==> src/design/pfb_pkg.sv <==
`timescale 1ns / 1ps
// ----------------------------------------------------------------------------
// Frame buffer pool package
// Shared widths, parameter defaults, request codes and status codes of the
// partitioned frame buffer pool.
// ----------------------------------------------------------------------------
package pfb_pkg;

    // Fixed field widths of the request and result ports.
    localparam int IMG_W  = 29;
    localparam int CAM_W  = 2;
    localparam int SLOT_W = 4;
    localparam int DIM_W  = 16;
    localparam int OFS_W  = 32;

    // Parameter defaults.
    localparam int DEF_POOL_SLOTS   = 16;
    localparam int DEF_CAMERA_COUNT = 4;
    localparam int DEF_READER_LIMIT = 15;

    // Request actions.
    typedef enum logic [1:0] {
        ACT_CLAIM   = 2'd0,
        ACT_PUBLISH = 2'd1,
        ACT_ACQUIRE = 2'd2,
        ACT_RELEASE = 2'd3
    } t_action;

    // Result status codes.
    typedef enum logic [1:0] {
        ST_OK    = 2'd0,
        ST_EMPTY = 2'd1,
        ST_BAD   = 2'd2
    } t_status;

endpackage

==> src/design/partitioned_frame_buffer_pool_core.sv <==
`timescale 1ns / 1ps
// ----------------------------------------------------------------------------
// Partitioned frame buffer pool core
// Reference-counted pool of frame slots split evenly among cameras: claim,
// publish, acquire of the latest frame, and release of a pinned frame.
// ----------------------------------------------------------------------------
// Usage:
//   A request is taken at a rising edge with start high and busy low. busy
//   stays high while the request is worked on; one result follows on the
//   o_ ports for exactly one cycle, marked by o_done. The receiver cannot
//   stall, and a new request may be started in the cycle o_done is high.
//   A claim examines 1 to POOL_SLOTS / CAMERA_COUNT slots of its slice; each
//   slot examined is read from the slot store and then checked, and the
//   offset comes from one registered multiply.
//   image_bytes is written through i_cfg_we / i_cfg_wdata while idle; the
//   user must keep to this, as the block itself does not enforce it.
//   Reset makes every slot free and untagged, clears all latest pointers
//   and sets image_bytes to 1; the store needs no clearing pass.
// ----------------------------------------------------------------------------
module partitioned_frame_buffer_pool_core
    import pfb_pkg::*;
#(
    parameter int POOL_SLOTS   = DEF_POOL_SLOTS,
    parameter int CAMERA_COUNT = DEF_CAMERA_COUNT,
    parameter int READER_LIMIT = DEF_READER_LIMIT
) (
    input  logic              i_clk,
    input  logic              i_rst_n,
    input  logic              start,
    output logic              busy,
    input  logic [1:0]        i_action,
    input  logic [CAM_W-1:0]  i_camera,
    input  logic              i_any_camera,
    input  logic [SLOT_W-1:0] i_slot,
    input  logic [DIM_W-1:0]  i_frame_width_in,
    input  logic [DIM_W-1:0]  i_frame_height_in,
    input  logic              i_cfg_we,
    input  logic [IMG_W-1:0]  i_cfg_wdata,
    output logic              o_done,
    output logic [1:0]        o_status,
    output logic [SLOT_W-1:0] o_slot_out,
    output logic [OFS_W-1:0]  o_byte_offset,
    output logic [DIM_W-1:0]  o_frame_width_out,
    output logic [DIM_W-1:0]  o_frame_height_out,
    output logic [CAM_W-1:0]  o_frame_camera_out
);

    localparam int SW           = $clog2(POOL_SLOTS);
    localparam int SLICE        = POOL_SLOTS / CAMERA_COUNT;
    localparam int SLICE_D      = (SLICE == 0) ? 1 : SLICE;
    localparam int OW           = (SLICE_D > 1) ? $clog2(SLICE_D) : 1;
    localparam int CIW          = (CAMERA_COUNT > 1) ? $clog2(CAMERA_COUNT) : 1;
    localparam int CW           = $clog2(READER_LIMIT + 2);
    localparam int TAGW         = $clog2(CAMERA_COUNT + 1);
    localparam int EW           = CW + TAGW + 2 * DIM_W;
    localparam int SLOT_WRITING = READER_LIMIT + 1;
    localparam logic [EW-1:0] RESET_WORD = {CW'(0), TAGW'(CAMERA_COUNT), {2*DIM_W{1'b0}}};

    typedef enum logic [2:0] {
        S_IDLE,
        S_DISPATCH,
        S_READ,
        S_CHECK,
        S_MUL,
        S_OUT
    } t_state;

    t_state                  r_state;
    t_action                 r_act;
    logic [CAM_W-1:0]        r_cam;
    logic                    r_any;
    logic [SLOT_W-1:0]       r_slot_in;
    logic [DIM_W-1:0]        r_w_in;
    logic [DIM_W-1:0]        r_h_in;
    logic [SW-1:0]           r_addr;
    logic [OW-1:0]           r_off;
    logic [OW-1:0]           r_cnt;
    t_status                 r_status;
    logic [DIM_W-1:0]        r_w_res;
    logic [DIM_W-1:0]        r_h_res;
    logic [CAM_W-1:0]        r_cam_res;
    logic [CAMERA_COUNT-1:0] r_lat_v;
    logic [SW-1:0]           r_lat_slot [CAMERA_COUNT];
    logic                    r_lat_any_v;
    logic [SW-1:0]           r_lat_any_slot;
    logic [IMG_W-1:0]        r_image_bytes;

    logic                   r_o_done;
    t_status                r_o_status;
    logic [SLOT_W-1:0]      r_o_slot;
    logic [OFS_W-1:0]       r_o_ofs;
    logic [DIM_W-1:0]       r_o_w;
    logic [DIM_W-1:0]       r_o_h;
    logic [CAM_W-1:0]       r_o_cam;

    logic                   cam_bad;
    logic                   slot_bad;
    logic [SW-1:0]          slot_idx;
    logic [CIW-1:0]         cam_idx;
    logic [SW-1:0]          slice_start;
    logic                   lat_v_c;
    logic [SW-1:0]          lat_slot_c;
    logic                   in_slice;
    logic [OW-1:0]          rel;
    logic [OW-1:0]          first_off;
    logic [OW-1:0]          off_next;
    logic                   scan_last;

    logic [EW-1:0]          rd_word;
    logic [CW-1:0]          rd_cnt;
    logic [TAGW-1:0]        rd_tag;
    logic [DIM_W-1:0]       rd_w;
    logic [DIM_W-1:0]       rd_h;
    logic                   chk_ok;
    t_status                chk_code;
    logic [EW-1:0]          chk_word;
    logic [EW-1:0]          pub_word;

    logic                   mem_rd_en;
    logic                   mem_wr_en;
    logic [SW-1:0]          mem_wr_addr;
    logic [EW-1:0]          mem_wr_data;
    logic [OFS_W-1:0]       mul_ofs;

    // Argument range checks and slice geometry of the latched request.
    assign cam_bad     = 32'(r_cam) >= CAMERA_COUNT;
    assign slot_bad    = 32'(r_slot_in) >= POOL_SLOTS;
    assign slot_idx    = SW'(r_slot_in);
    assign cam_idx     = CIW'(r_cam);
    assign slice_start = SW'(32'(r_cam) * SLICE);
    assign lat_v_c     = r_lat_v[cam_idx];
    assign lat_slot_c  = r_lat_slot[cam_idx];
    assign in_slice    = lat_v_c && (32'(lat_slot_c) >= 32'(slice_start))
                         && (32'(lat_slot_c) < 32'(slice_start) + SLICE);
    assign rel         = OW'(lat_slot_c - slice_start);

    // Claim scan starts after the slot the camera last published.
    always_comb begin
        first_off = '0;
        if (in_slice) begin
            first_off = (32'(rel) == SLICE_D - 1) ? '0 : OW'(rel + 1'b1);
        end
    end

    assign off_next  = (32'(r_off) == SLICE_D - 1) ? '0 : OW'(r_off + 1'b1);
    assign scan_last = (32'(r_cnt) == SLICE_D - 1);

    // Fields of the slot entry just read.
    assign rd_cnt = rd_word[EW-1 -: CW];
    assign rd_tag = rd_word[2*DIM_W +: TAGW];
    assign rd_w   = rd_word[DIM_W +: DIM_W];
    assign rd_h   = rd_word[DIM_W-1:0];

    assign pub_word = {CW'(0), TAGW'(r_cam), r_w_in, r_h_in};

    // Check of the read entry and its updated contents.
    always_comb begin
        chk_ok   = 1'b0;
        chk_code = ST_EMPTY;
        chk_word = rd_word;
        unique case (r_act)
            ACT_CLAIM: begin
                chk_ok   = (rd_cnt == '0);
                chk_word = {CW'(SLOT_WRITING), rd_tag, rd_w, rd_h};
            end
            ACT_ACQUIRE: begin
                chk_ok   = (r_any || (32'(rd_tag) == 32'(r_cam)))
                           && (32'(rd_cnt) < READER_LIMIT);
                chk_word = {CW'(rd_cnt + 1'b1), rd_tag, rd_w, rd_h};
            end
            ACT_RELEASE: begin
                chk_ok   = (rd_cnt != '0) && (32'(rd_cnt) <= READER_LIMIT);
                chk_code = ST_BAD;
                chk_word = {CW'(rd_cnt - 1'b1), rd_tag, rd_w, rd_h};
            end
            ACT_PUBLISH: begin
                chk_code = ST_BAD;
            end
            default: begin
                chk_code = ST_BAD;
            end
        endcase
    end

    // Slot store port control.
    assign mem_rd_en   = (r_state == S_READ);
    assign mem_wr_en   = ((r_state == S_DISPATCH) && (r_act == ACT_PUBLISH)
                          && !cam_bad && !slot_bad)
                         || ((r_state == S_CHECK) && chk_ok);
    assign mem_wr_addr = (r_state == S_DISPATCH) ? slot_idx : r_addr;
    assign mem_wr_data = (r_state == S_DISPATCH) ? pub_word : chk_word;

    pfb_slot_store #(
        .POOL_SLOTS (POOL_SLOTS),
        .EW         (EW),
        .RESET_WORD (RESET_WORD)
    ) u_store (
        .i_clk     (i_clk),
        .i_rst_n   (i_rst_n),
        .i_rd_en   (mem_rd_en),
        .i_rd_addr (r_addr),
        .i_wr_en   (mem_wr_en),
        .i_wr_addr (mem_wr_addr),
        .i_wr_data (mem_wr_data),
        .o_rd_data (rd_word)
    );

    pfb_offset_mul #(
        .SW (SW)
    ) u_mul (
        .i_clk         (i_clk),
        .i_en          (r_state == S_MUL),
        .i_slot        (r_addr),
        .i_image_bytes (r_image_bytes),
        .o_offset      (mul_ofs)
    );

    // Image size register.
    always_ff @(posedge i_clk) begin
        if (!i_rst_n) begin
            r_image_bytes <= IMG_W'(1);
        end else if (i_cfg_we) begin
            r_image_bytes <= i_cfg_wdata;
        end
    end

    // Request sequencer with latest pointers and the result register.
    always_ff @(posedge i_clk) begin
        if (!i_rst_n) begin
            r_state     <= S_IDLE;
            r_o_done    <= 1'b0;
            r_lat_v     <= '0;
            r_lat_any_v <= 1'b0;
        end else begin
            r_o_done <= 1'b0;
            unique case (r_state)
                S_IDLE: begin
                    if (start) begin
                        r_act     <= t_action'(i_action);
                        r_cam     <= i_camera;
                        r_any     <= i_any_camera;
                        r_slot_in <= i_slot;
                        r_w_in    <= i_frame_width_in;
                        r_h_in    <= i_frame_height_in;
                        r_w_res   <= '0;
                        r_h_res   <= '0;
                        r_cam_res <= '0;
                        r_state   <= S_DISPATCH;
                    end
                end
                S_DISPATCH: begin
                    unique case (r_act)
                        ACT_CLAIM: begin
                            if (cam_bad) begin
                                r_status <= ST_BAD;
                                r_state  <= S_OUT;
                            end else if (SLICE == 0) begin
                                r_status <= ST_EMPTY;
                                r_state  <= S_OUT;
                            end else begin
                                r_addr  <= slice_start + SW'(first_off);
                                r_off   <= first_off;
                                r_cnt   <= '0;
                                r_state <= S_READ;
                            end
                        end
                        ACT_PUBLISH: begin
                            if (cam_bad || slot_bad) begin
                                r_status <= ST_BAD;
                                r_state  <= S_OUT;
                            end else begin
                                r_lat_v[cam_idx]    <= 1'b1;
                                r_lat_slot[cam_idx] <= slot_idx;
                                r_lat_any_v         <= 1'b1;
                                r_lat_any_slot      <= slot_idx;
                                r_addr              <= slot_idx;
                                r_status            <= ST_OK;
                                r_state             <= S_MUL;
                            end
                        end
                        ACT_ACQUIRE: begin
                            if (r_any) begin
                                if (!r_lat_any_v) begin
                                    r_status <= ST_EMPTY;
                                    r_state  <= S_OUT;
                                end else begin
                                    r_addr  <= r_lat_any_slot;
                                    r_state <= S_READ;
                                end
                            end else if (cam_bad) begin
                                r_status <= ST_BAD;
                                r_state  <= S_OUT;
                            end else if (!in_slice) begin
                                r_status <= ST_EMPTY;
                                r_state  <= S_OUT;
                            end else begin
                                r_addr  <= lat_slot_c;
                                r_state <= S_READ;
                            end
                        end
                        ACT_RELEASE: begin
                            if (slot_bad) begin
                                r_status <= ST_BAD;
                                r_state  <= S_OUT;
                            end else begin
                                r_addr  <= slot_idx;
                                r_state <= S_READ;
                            end
                        end
                        default: begin
                            r_status <= ST_BAD;
                            r_state  <= S_OUT;
                        end
                    endcase
                end
                S_READ: begin
                    r_state <= S_CHECK;
                end
                S_CHECK: begin
                    if (chk_ok) begin
                        r_status <= ST_OK;
                        if (r_act == ACT_ACQUIRE) begin
                            r_w_res   <= rd_w;
                            r_h_res   <= rd_h;
                            r_cam_res <= CAM_W'(rd_tag);
                        end
                        r_state <= S_MUL;
                    end else if ((r_act == ACT_CLAIM) && !scan_last) begin
                        // Step to the next slot of the slice, wrapping around.
                        r_cnt   <= OW'(r_cnt + 1'b1);
                        r_off   <= off_next;
                        r_addr  <= slice_start + SW'(off_next);
                        r_state <= S_READ;
                    end else begin
                        r_status <= chk_code;
                        r_state  <= S_OUT;
                    end
                end
                S_MUL: begin
                    r_state <= S_OUT;
                end
                S_OUT: begin
                    r_o_done   <= 1'b1;
                    r_o_status <= r_status;
                    if (r_status == ST_OK) begin
                        r_o_slot <= SLOT_W'(r_addr);
                        r_o_ofs  <= mul_ofs;
                        r_o_w    <= r_w_res;
                        r_o_h    <= r_h_res;
                        r_o_cam  <= r_cam_res;
                    end else begin
                        r_o_slot <= '0;
                        r_o_ofs  <= '0;
                        r_o_w    <= '0;
                        r_o_h    <= '0;
                        r_o_cam  <= '0;
                    end
                    r_state <= S_IDLE;
                end
                default: begin
                    r_state <= S_IDLE;
                end
            endcase
        end
    end

    assign busy               = (r_state != S_IDLE);
    assign o_done             = r_o_done;
    assign o_status           = r_o_status;
    assign o_slot_out         = r_o_slot;
    assign o_byte_offset      = r_o_ofs;
    assign o_frame_width_out  = r_o_w;
    assign o_frame_height_out = r_o_h;
    assign o_frame_camera_out = r_o_cam;

    // A request only finishes by presenting its result.
    a_done_on_finish: assert property (@(posedge i_clk) disable iff (!i_rst_n)
        $fell(busy) && $past(i_rst_n) |-> o_done)
        else $error("request finished without a result strobe");

    // Every slot check comes in the cycle after a store read.
    a_check_after_read: assert property (@(posedge i_clk) disable iff (!i_rst_n)
        (r_state == S_CHECK) |-> $past(r_state) == S_READ)
        else $error("slot check without a preceding read");

    // A failed request carries no slot or offset.
    a_fail_fields_zero: assert property (@(posedge i_clk) disable iff (!i_rst_n)
        o_done && (o_status != ST_OK) |-> (o_slot_out == '0) && (o_byte_offset == '0))
        else $error("failed request returned slot fields");

endmodule

==> src/design/pfb_slot_store.sv <==
`timescale 1ns / 1ps
// ----------------------------------------------------------------------------
// Frame buffer pool slot store
// One-read, one-write memory holding reader count, camera tag and frame size
// of every slot. A valid bit per slot makes an unwritten slot read as the
// reset word, so no clearing pass is needed after reset.
// ----------------------------------------------------------------------------
module pfb_slot_store
    import pfb_pkg::*;
#(
    parameter int              POOL_SLOTS = DEF_POOL_SLOTS,
    parameter int              EW         = 40,
    parameter logic [EW-1:0]   RESET_WORD = '0
) (
    input  logic                          i_clk,
    input  logic                          i_rst_n,
    input  logic                          i_rd_en,
    input  logic [$clog2(POOL_SLOTS)-1:0] i_rd_addr,
    input  logic                          i_wr_en,
    input  logic [$clog2(POOL_SLOTS)-1:0] i_wr_addr,
    input  logic [EW-1:0]                 i_wr_data,
    output logic [EW-1:0]                 o_rd_data
);

    logic [EW-1:0]         r_mem [POOL_SLOTS];
    logic [POOL_SLOTS-1:0] r_valid;
    logic [EW-1:0]         r_rd_data;
    logic                  r_rd_valid;

    // Memory array write and registered read.
    always_ff @(posedge i_clk) begin
        if (i_wr_en) begin
            r_mem[i_wr_addr] <= i_wr_data;
        end
        if (i_rd_en) begin
            r_rd_data <= r_mem[i_rd_addr];
        end
    end

    // Per-slot written flags, cleared at reset.
    always_ff @(posedge i_clk) begin
        if (!i_rst_n) begin
            r_valid    <= '0;
            r_rd_valid <= 1'b0;
        end else begin
            if (i_wr_en) begin
                r_valid[i_wr_addr] <= 1'b1;
            end
            if (i_rd_en) begin
                r_rd_valid <= r_valid[i_rd_addr];
            end
        end
    end

    // A slot never written reads as its reset contents.
    assign o_rd_data = r_rd_valid ? r_rd_data : RESET_WORD;

endmodule

==> src/design/pfb_offset_mul.sv <==
`timescale 1ns / 1ps
// ----------------------------------------------------------------------------
// Frame buffer pool offset multiplier
// Registered product of slot number and image size, kept to 32 bits.
// ----------------------------------------------------------------------------
module pfb_offset_mul
    import pfb_pkg::*;
#(
    parameter int SW = 4
) (
    input  logic             i_clk,
    input  logic             i_en,
    input  logic [SW-1:0]    i_slot,
    input  logic [IMG_W-1:0] i_image_bytes,
    output logic [OFS_W-1:0] o_offset
);

    logic [SW+IMG_W-1:0] product;
    logic [OFS_W-1:0]    r_offset;

    // The product wraps to the low 32 bits.
    assign product = (SW + IMG_W)'(i_slot) * (SW + IMG_W)'(i_image_bytes);

    always_ff @(posedge i_clk) begin
        if (i_en) begin
            r_offset <= OFS_W'(product);
        end
    end

    assign o_offset = r_offset;

endmodule

==> config.mk <==
export PLATFORM = sky130hd
export DESIGN_NAME = partitioned_frame_buffer_pool_core
export DESIGN_NICKNAME = d
export VERILOG_FILES = /design/src/design/pfb_pkg.sv /design/src/design/partitioned_frame_buffer_pool_core.sv /design/src/design/pfb_slot_store.sv /design/src/design/pfb_offset_mul.sv
export SDC_FILE = /design/constraint.sdc
export NUM_CORES = 1
export LEC_CHECK = 0
export BUFFER_PORTS_ARGS = -buffer_cell sky130_fd_sc_hd__buf_4
export CAP_MARGIN = 20
export CORE_MARGIN = 2
export CORE_UTILIZATION = 56
export CTS_CLUSTER_DIAMETER = 40
export DETAILED_ROUTE_END_ITERATION = 16
export PLACE_DENSITY = 0.8
export SYNTH_ARGS = -nofsm -noshare
export SYNTH_HDL_FRONTEND = slang
export SYNTH_SLANG_ARGS = --single-unit
==> constraint.sdc <==
create_clock -name i_clk -period 4.71 [get_ports i_clk]
set_input_delay 0.7065 -clock i_clk [delete_from_list [all_inputs] [get_ports i_clk]]
set_output_delay 0.7065 -clock i_clk [all_outputs]
set_load 0.02 [all_outputs]
==> summary.txt, run 1 <==
Clock tree
  • Root buf cell: clkbuf_16
  • Inserted Clock Buffers: 110
  • Worst-skew pair later-pin latency: 0.69 ns
  • Clock Path Buffers: 3
  • CTS tree: built
  • Clock Pin Slew Worst Setup and Hold Paths: 0.06 ns
  • Post-cts resize count: 0
  • Sink Count: 946
  • H-Tree Depth: 3

Logic synthesis
  • Post-synth EDFFs: 889
  • Synth Flop Type: edfxtp_1
  • Syn_nets: 2410
  • Area contributors post-synth: edfxtp_1 (67%), mux4_2 (12%), dfxtp_1 (2.9%)
  • Synth async-reset ratio: 0
  • Cell accounting for the most synthesized area: edfxtp_1
  • Syn Std Cell Area: 39600 um^2
  • Post-synthesis area per instance: 17.8 um^2
  • #FFs+latches synth: 946
  • Seq/Total Area, Yosys: 0.703
  • Synth cell types: 69
  • Post-Syn Instances: 2227
  • Yosys top cell area share: 0.674
  • Synth warn: 0

Placed design
  • Input/output buffers: 147
  • Placer Congestion: 0.869
  • DP HPWL: 48900 um
  • Pre-CTS WS: 0.295 ns

Route
  • Drt wl/cell: 26.8 um
  • 1st-iter DRT viols: 2608
  • WL final: 93600 um
  • DRC Markers: 0
  • Pre-antenna DRT Iters: 6
  • DRT antenna net count: 0
  • Vias per cell: 6.18
  • Vias: 21587

Floorplanning
  • Core area: 70000 um^2
  • Chip width: 270 um
  • Row cnt: 97
  • Die area: 72900 um^2
  • Starting density of the core: 0.566
  • Die H: 270 um
  • IO Count: 148

Global route
  • GR Util All Layers: 0.260
  • Congestion Overflow GR: 0
  • First-pass GRT wire length: 141000 um
  • Vias in the first global route: 22601
  • Pin count of the biggest net entering global routing: 103
  • Initial antenna violation count: 0

Timing
  • Final hold vios: 0
  • Slew margin rel.: 0.295
  • RSZ-0062 raised after global routing: false
  • Least-Margin Pin Slew: 1.06 ns
  • Endpoints failing setup: 0
  • Clock period minus worst slack: 4.43 ns
  • Fmax: 226 MHz
  • Post-layout worst setup margin: 0.279 ns
  • Slew Viols, Final: 0
  • Period utilization: 0.941
  • TNS Setup: 0 ns
  • Clk_skew: 0.0699 ns

Hold path
  • Worst hold path class: primary input to register

Power and ir drop
  • Peak VDD IR: 0.428 mV
  • Leakage power: 16.1 nW
  • Power Dens Cells: 414 nW/um^2

Worst setup path
  • Type of origin of the critical path: register
  • Critical Path Fanout Max: 31
  • Worst path arrival time: 4.82 ns
  • Critical path class: register to register
  • WP data required: 5.09 ns
  • Worst Setup End Kind: register

Layout
  • Nets: 2646
  • Fillers: 4411
  • Util after Layout: 0.658
  • Layout cell share with drive strength beyond 1: 0.258
  • Area growth, synth to finish: 16.3%

Job
  • Max cap viols: 0

Run status
  • Run status: finished clean
[sequential cells by signal, indices dropped and copies added, names as in the netlist, 16 cells and up, named ones only]
signal / cells
r_h_res: 16
r_lat_slot: 16
u_mul.o_offset: 32
u_store.r_mem: 640
o_frame_height_out: 16
u_store.r_valid: 16
r_w_res: 16
r_image_bytes: 29
u_store.r_rd_data: 40
r_h_in: 16
r_w_in: 16
o_byte_offset: 32
o_frame_width_out: 16
[timing repair]
item | in CTS | in global routing
buffers inserted | 0 | 1
hold buffers | 0 | 0
setup endpoints to repair | 0 | 1
[worst max-delay path: stages (launching register included)]
cell and delay [ns]:
edfxtp_1 0.75, and2_1 0.33, fa_1 0.52, inv_1 0.06
fa_1 0.47, inv_1 0.04, ha_1 0.33, a21oi_1 0.08
o21a_1 0.26, o221ai_1 0.21, a21oi_2 0.11, o31ai_2 0.48
o31a_1 0.23, mux2i_1 0.21, nand2_1 0.09
[power breakdown]
part	total, W	internal (W)	switching [W]
clock network	0.00851	0.00496	0.00355
logic	0.00112	0.000443	0.000679
registers	0.00946	0.00938	0.0000798
[layout make-up]
| type | instances | area (um^2) | area share |
|---|---|---|---|
| Sequential cell | 946 | 27800 | 0.604 |
| Clock buffer | 128 | 2840 | 0.0617 |
| Clock inverter | 74 | 860 | 0.0187 |
| Multi-Input combinational cell | 1039 | 11000 | 0.238 |
| Timing Repair Buffer | 225 | 1850 | 0.0402 |
| Tap cell | 940 | 1180 | 0.0255 |
| Inverter | 141 | 529 | 0.0115 |
| Antenna cell | 1 | 2.50 | 0.0000543 |
[cells by family (layout without fill, tap and decap cells)]
logic type                 after synthesis  after routing  synth area share
DFF                                    946            946             0.703
and+or+nand+nor                        467            467            0.0606
muxes                                  246            246             0.129
buffers and inverters                  242            568            0.0239
AOI/OAI and AO/OA                      189            189            0.0327
adders and majority gates              109            109            0.0449
xor gates and xnor gates                28             28           0.00619
other                                    0              1                 0
[through the flow]
stage | hold WS [ns] | power (W) | instance area [um^2] | std cells
5_1_grt | 0.171 | 0.0196 | 46100 | 3493
3_3_place_gp | 0.429 | 0.0107 | 42200 | 3267
4_1_cts | 0.165 | 0.0192 | 46000 | 3490
3_5_place_dp | 0.439 | 0.0107 | 42300 | 3288
6_report | 0.193 | 0.0191 | 46100 | 3494
2_1_floorplan | 0.421 | 0.0103 | 39600 | 2227
[per-layer routing]
metal	vias up	track usage	wire length [um]
li1	8983	-	-
met1	11084	0.341	34700
met2	1263	0.437	47900
met3	257	0.0470	7770
met4	0	0.101	3200
met5	-	0	0
[cell usage in the layout, fill, tap and decap left out, types with 51 or more instances in the layout]
| cell type | count |
|---|---|
| edfxtp_1 | 889 |
| mux4_2 | 210 |
| buf_4 | 194 |
| and2_1 | 160 |
| inv_1 | 140 |
| nand2_1 | 135 |
| clkbuf_16 | 111 |
| nor2_1 | 70 |
| dfxtp_1 | 56 |
| fa_1 | 55 |
| ha_1 | 54 |
| o21ai_0 | 51 |
[path summary, 6_finish.rpt]
check | start | endpoint | depth (start not counted) | slack (ns)
max | r_addr[3] | u_mul.o_offset[25] | 14 | 0.28
max reg2reg | r_addr[3] | u_mul.o_offset[25] | 14 | 0.28
min | i_frame_height_in[8] | r_h_in[8] | 1 | 0.19
min reg2reg | r_lat_v[2] | r_lat_v[2] | 1 | 0.45
[cell usage after synthesis, types with 3 or more instances]
cell,count
buf_2,28
mux4_2,210
ha_1,54
xor2_1,8
buf_1,17
a221oi_1,4
nor3_1,18
a31oi_1,7
nand3_1,10
inv_1,141
fa_1,55
edfxtp_1,889
nand2b_1,3
dfxtp_1,57
o21ai_0,56
nand2_1,136
xnor2_1,20
nor3b_1,3
and3_1,8
clkbuf_1,55
a21oi_1,39
o21a_1,23
and2_1,160
a31o_2,3
mux2i_1,32
mux2_2,3
nand4_1,3
nor2_1,79
a21o_1,14
a32oi_1,5
o21bai_1,4
nor2b_1,37
Note: power is estimated with default switching activity, not from simulation.
==> run 2, diff against run 1 <==
- CORE_UTILIZATION: 56 -> 45
- PLACE_DENSITY: 0.8 -> 0.67
==> run 2 against run 1 <==
Effect of this change:
- global-route usage shrank 6.3 points
- sequential share of layout area fell by 0.80 points
- largest cell class unchanged
- critical path type unchanged
- cell area is 1.3% higher
- final cell count is 6.7% higher
- utilization down 12 points
- die area grew 24%
- combinational power about the same
- clock skew down 0.025 ns
- clock power is 3.6% higher
- flip-flop and latch count unchanged
- critical path depth is the same
==> summary.txt, run 2 (synthesis gave the netlist of run 1 again) <==
Layout
  • Largest regs: u_store.r_mem: 640 flops, u_store.r_rd_data: 40 flops
  • Max reg flops: 640
  • Post-route cell area: 46700 um^2
  • Util after Layout: 0.537
  • Reg with most FFs: u_store.r_mem
  • Layout cell share with drive strength beyond 1: 0.265
  • Commonest non-fill, non-tap cell in the layout: edfxtp_1
  • Nets: 2656
  • ANT cells: 0
  • Most frequent cells in the layout: edfxtp_1 (889), mux4_2 (210), buf_4 (205)
  • Area growth, synth to finish: 17.9%

Global route
  • Initial antenna violation count: 0
  • Vias in the first global route: 21544
  • Pin count of the biggest net entering global routing: 117
  • GR Util All Layers: 0.197
  • Congestion Overflow GR: 0
  • First-pass GRT wire length: 133000 um

Worst setup path
  • Worst Setup End Kind: register
  • Worst path arrival time: 4.87 ns
  • WP data required: 5.21 ns
  • Critical Path Fanout Max: 32
  • Critical path class: register to register
  • Type of origin of the critical path: register

Placed design
  • Area after DPL: 42800 um^2
  • Placer Congestion: 0.818
  • DP HPWL: 50100 um
  • Input/output buffers: 147

Floorplanning
  • Core area: 87000 um^2
  • Chip width: 301 um
  • Starting density of the core: 0.455
  • Die area: 90400 um^2
  • Die H: 301 um
  • IO Count: 148
  • Row cnt: 108

Power and ir drop
  • Peak VDD IR: 0.378 mV
  • Internal cell power: 0.0150 W
  • Power Dens Cells: 415 nW/um^2
  • Comb pwr share: 0.057
  • Net Switching: 0.00436 W
  • Leakage power: 16.3 nW
  • Clock power frac: 0.455
  • Flop pwr share: 0.488
  • Switch share: 0.225

Timing
  • Clock period minus worst slack: 4.37 ns
  • Endpoints failing setup: 0
  • WHS: 0.187 ns
  • Period utilization: 0.929
  • Clk_skew: 0.0450 ns
  • Final hold vios: 0
  • Slew margin rel.: 0.326
  • Fmax: 229 MHz
  • Slew Viols, Final: 0
  • Least-Margin Pin Slew: 1.01 ns
  • RSZ-0062 raised after global routing: false
  • TNS Setup: 0 ns

Hold path
  • Worst hold path class: primary input to register

Clock tree
  • Root buf cell: clkbuf_16
  • H-Tree Depth: 3
  • Clock Path Buffers: 3
  • Post-CTS Setup Inserts: 0
  • Sink Count: 946
  • Post-CTS Hold Buffers: 0
  • CTS tree: built
  • Clock Pin Slew Worst Setup and Hold Paths: 0.06 ns
  • Worst-skew pair later-pin latency: 0.69 ns
  • Inserted Clock Buffers: 114
  • Post-cts resize count: 0

Route
  • Pre-antenna DRT Iters: 5
  • WL final: 88500 um
  • DRC Markers: 0
  • Drt wl/cell: 23.7 um
  • Vias: 20795
  • 1st-iter DRT viols: 2059
  • Vias per cell: 5.58
  • DRT antenna net count: 0

Run status
  • Run status: finished clean

Job
  • Max cap viols: 0
[run 2: cell types whose count changed in the layout (fill, tap and decap cells not counted), sizes merged]
cell	before	now
clkinvlp	12	11
inv	157	159
diode	1	0
buf	225	231
clkbuf	128	133
clkinv	36	45
[run 2: worst paths after layout]
kind	end	slack [ns]	from	cells past startpoint
min	r_h_in[7]	0.19	i_frame_height_in[7]	1
max	u_mul.o_offset[29]	0.34	r_addr[3]	14
min reg2reg	r_lat_v[2]	0.45	r_lat_v[2]	1
max reg2reg	u_mul.o_offset[29]	0.34	r_addr[3]	14
[run 2: metal layers]
metal  vias up  part of all wire  track usage
li1       9047                 -            -
met1     10829              0.42        0.274
met2       773              0.49        0.327
met3       146             0.066       0.0315
met4         0             0.022       0.0537
met5         -                 0            0
[run 2: power groups by stage]
stage / registers, W / logic [W] / clock network (W)
CTS: 0.00945 / 0.00113 / 0.00895
finish: 0.00945 / 0.00111 / 0.00882
global route: 0.00946 / 0.00123 / 0.00930
global placement: 0.00963 / 0.00107 / 0
detailed placement: 0.00963 / 0.00112 / 0
floorplan: 0.00960 / 0.000749 / 0
[run 2: stage by stage]
step                instances  setup WS, ns  total power (W)
detailed placement       3511         0.327           0.0107
CTS                      3728         0.326           0.0195
global placement         3501         0.528           0.0107
finish                   3729         0.335           0.0194
global route             3729        0.0860           0.0200
floorplan                2227        -0.239           0.0103
[run 2: cell type report]
| type | instances | area (um^2) |
|---|---|---|
| Fill cell | 6785 | 40300 |
| Sequential cell | 946 | 27800 |
| Timing Repair Buffer | 231 | 1970 |
| Inverter | 141 | 529 |
| Tap cell | 1155 | 1450 |
| Clock inverter | 84 | 950 |
| Clock buffer | 133 | 2980 |
| Multi-Input combinational cell | 1039 | 11000 |
[run 2: worst max-delay path, stage by stage, from the launching register on]
cell,delay [ns]
edfxtp_1,0.75
and2_1,0.31
fa_1,0.50
inv_1,0.05
fa_1,0.47
inv_1,0.04
ha_1,0.34
a21oi_1,0.09
o21a_1,0.26
o221ai_1,0.27
a21oi_2,0.12
o31ai_2,0.46
a31o_2,0.31
nand4_1,0.12
o311ai_1,0.12
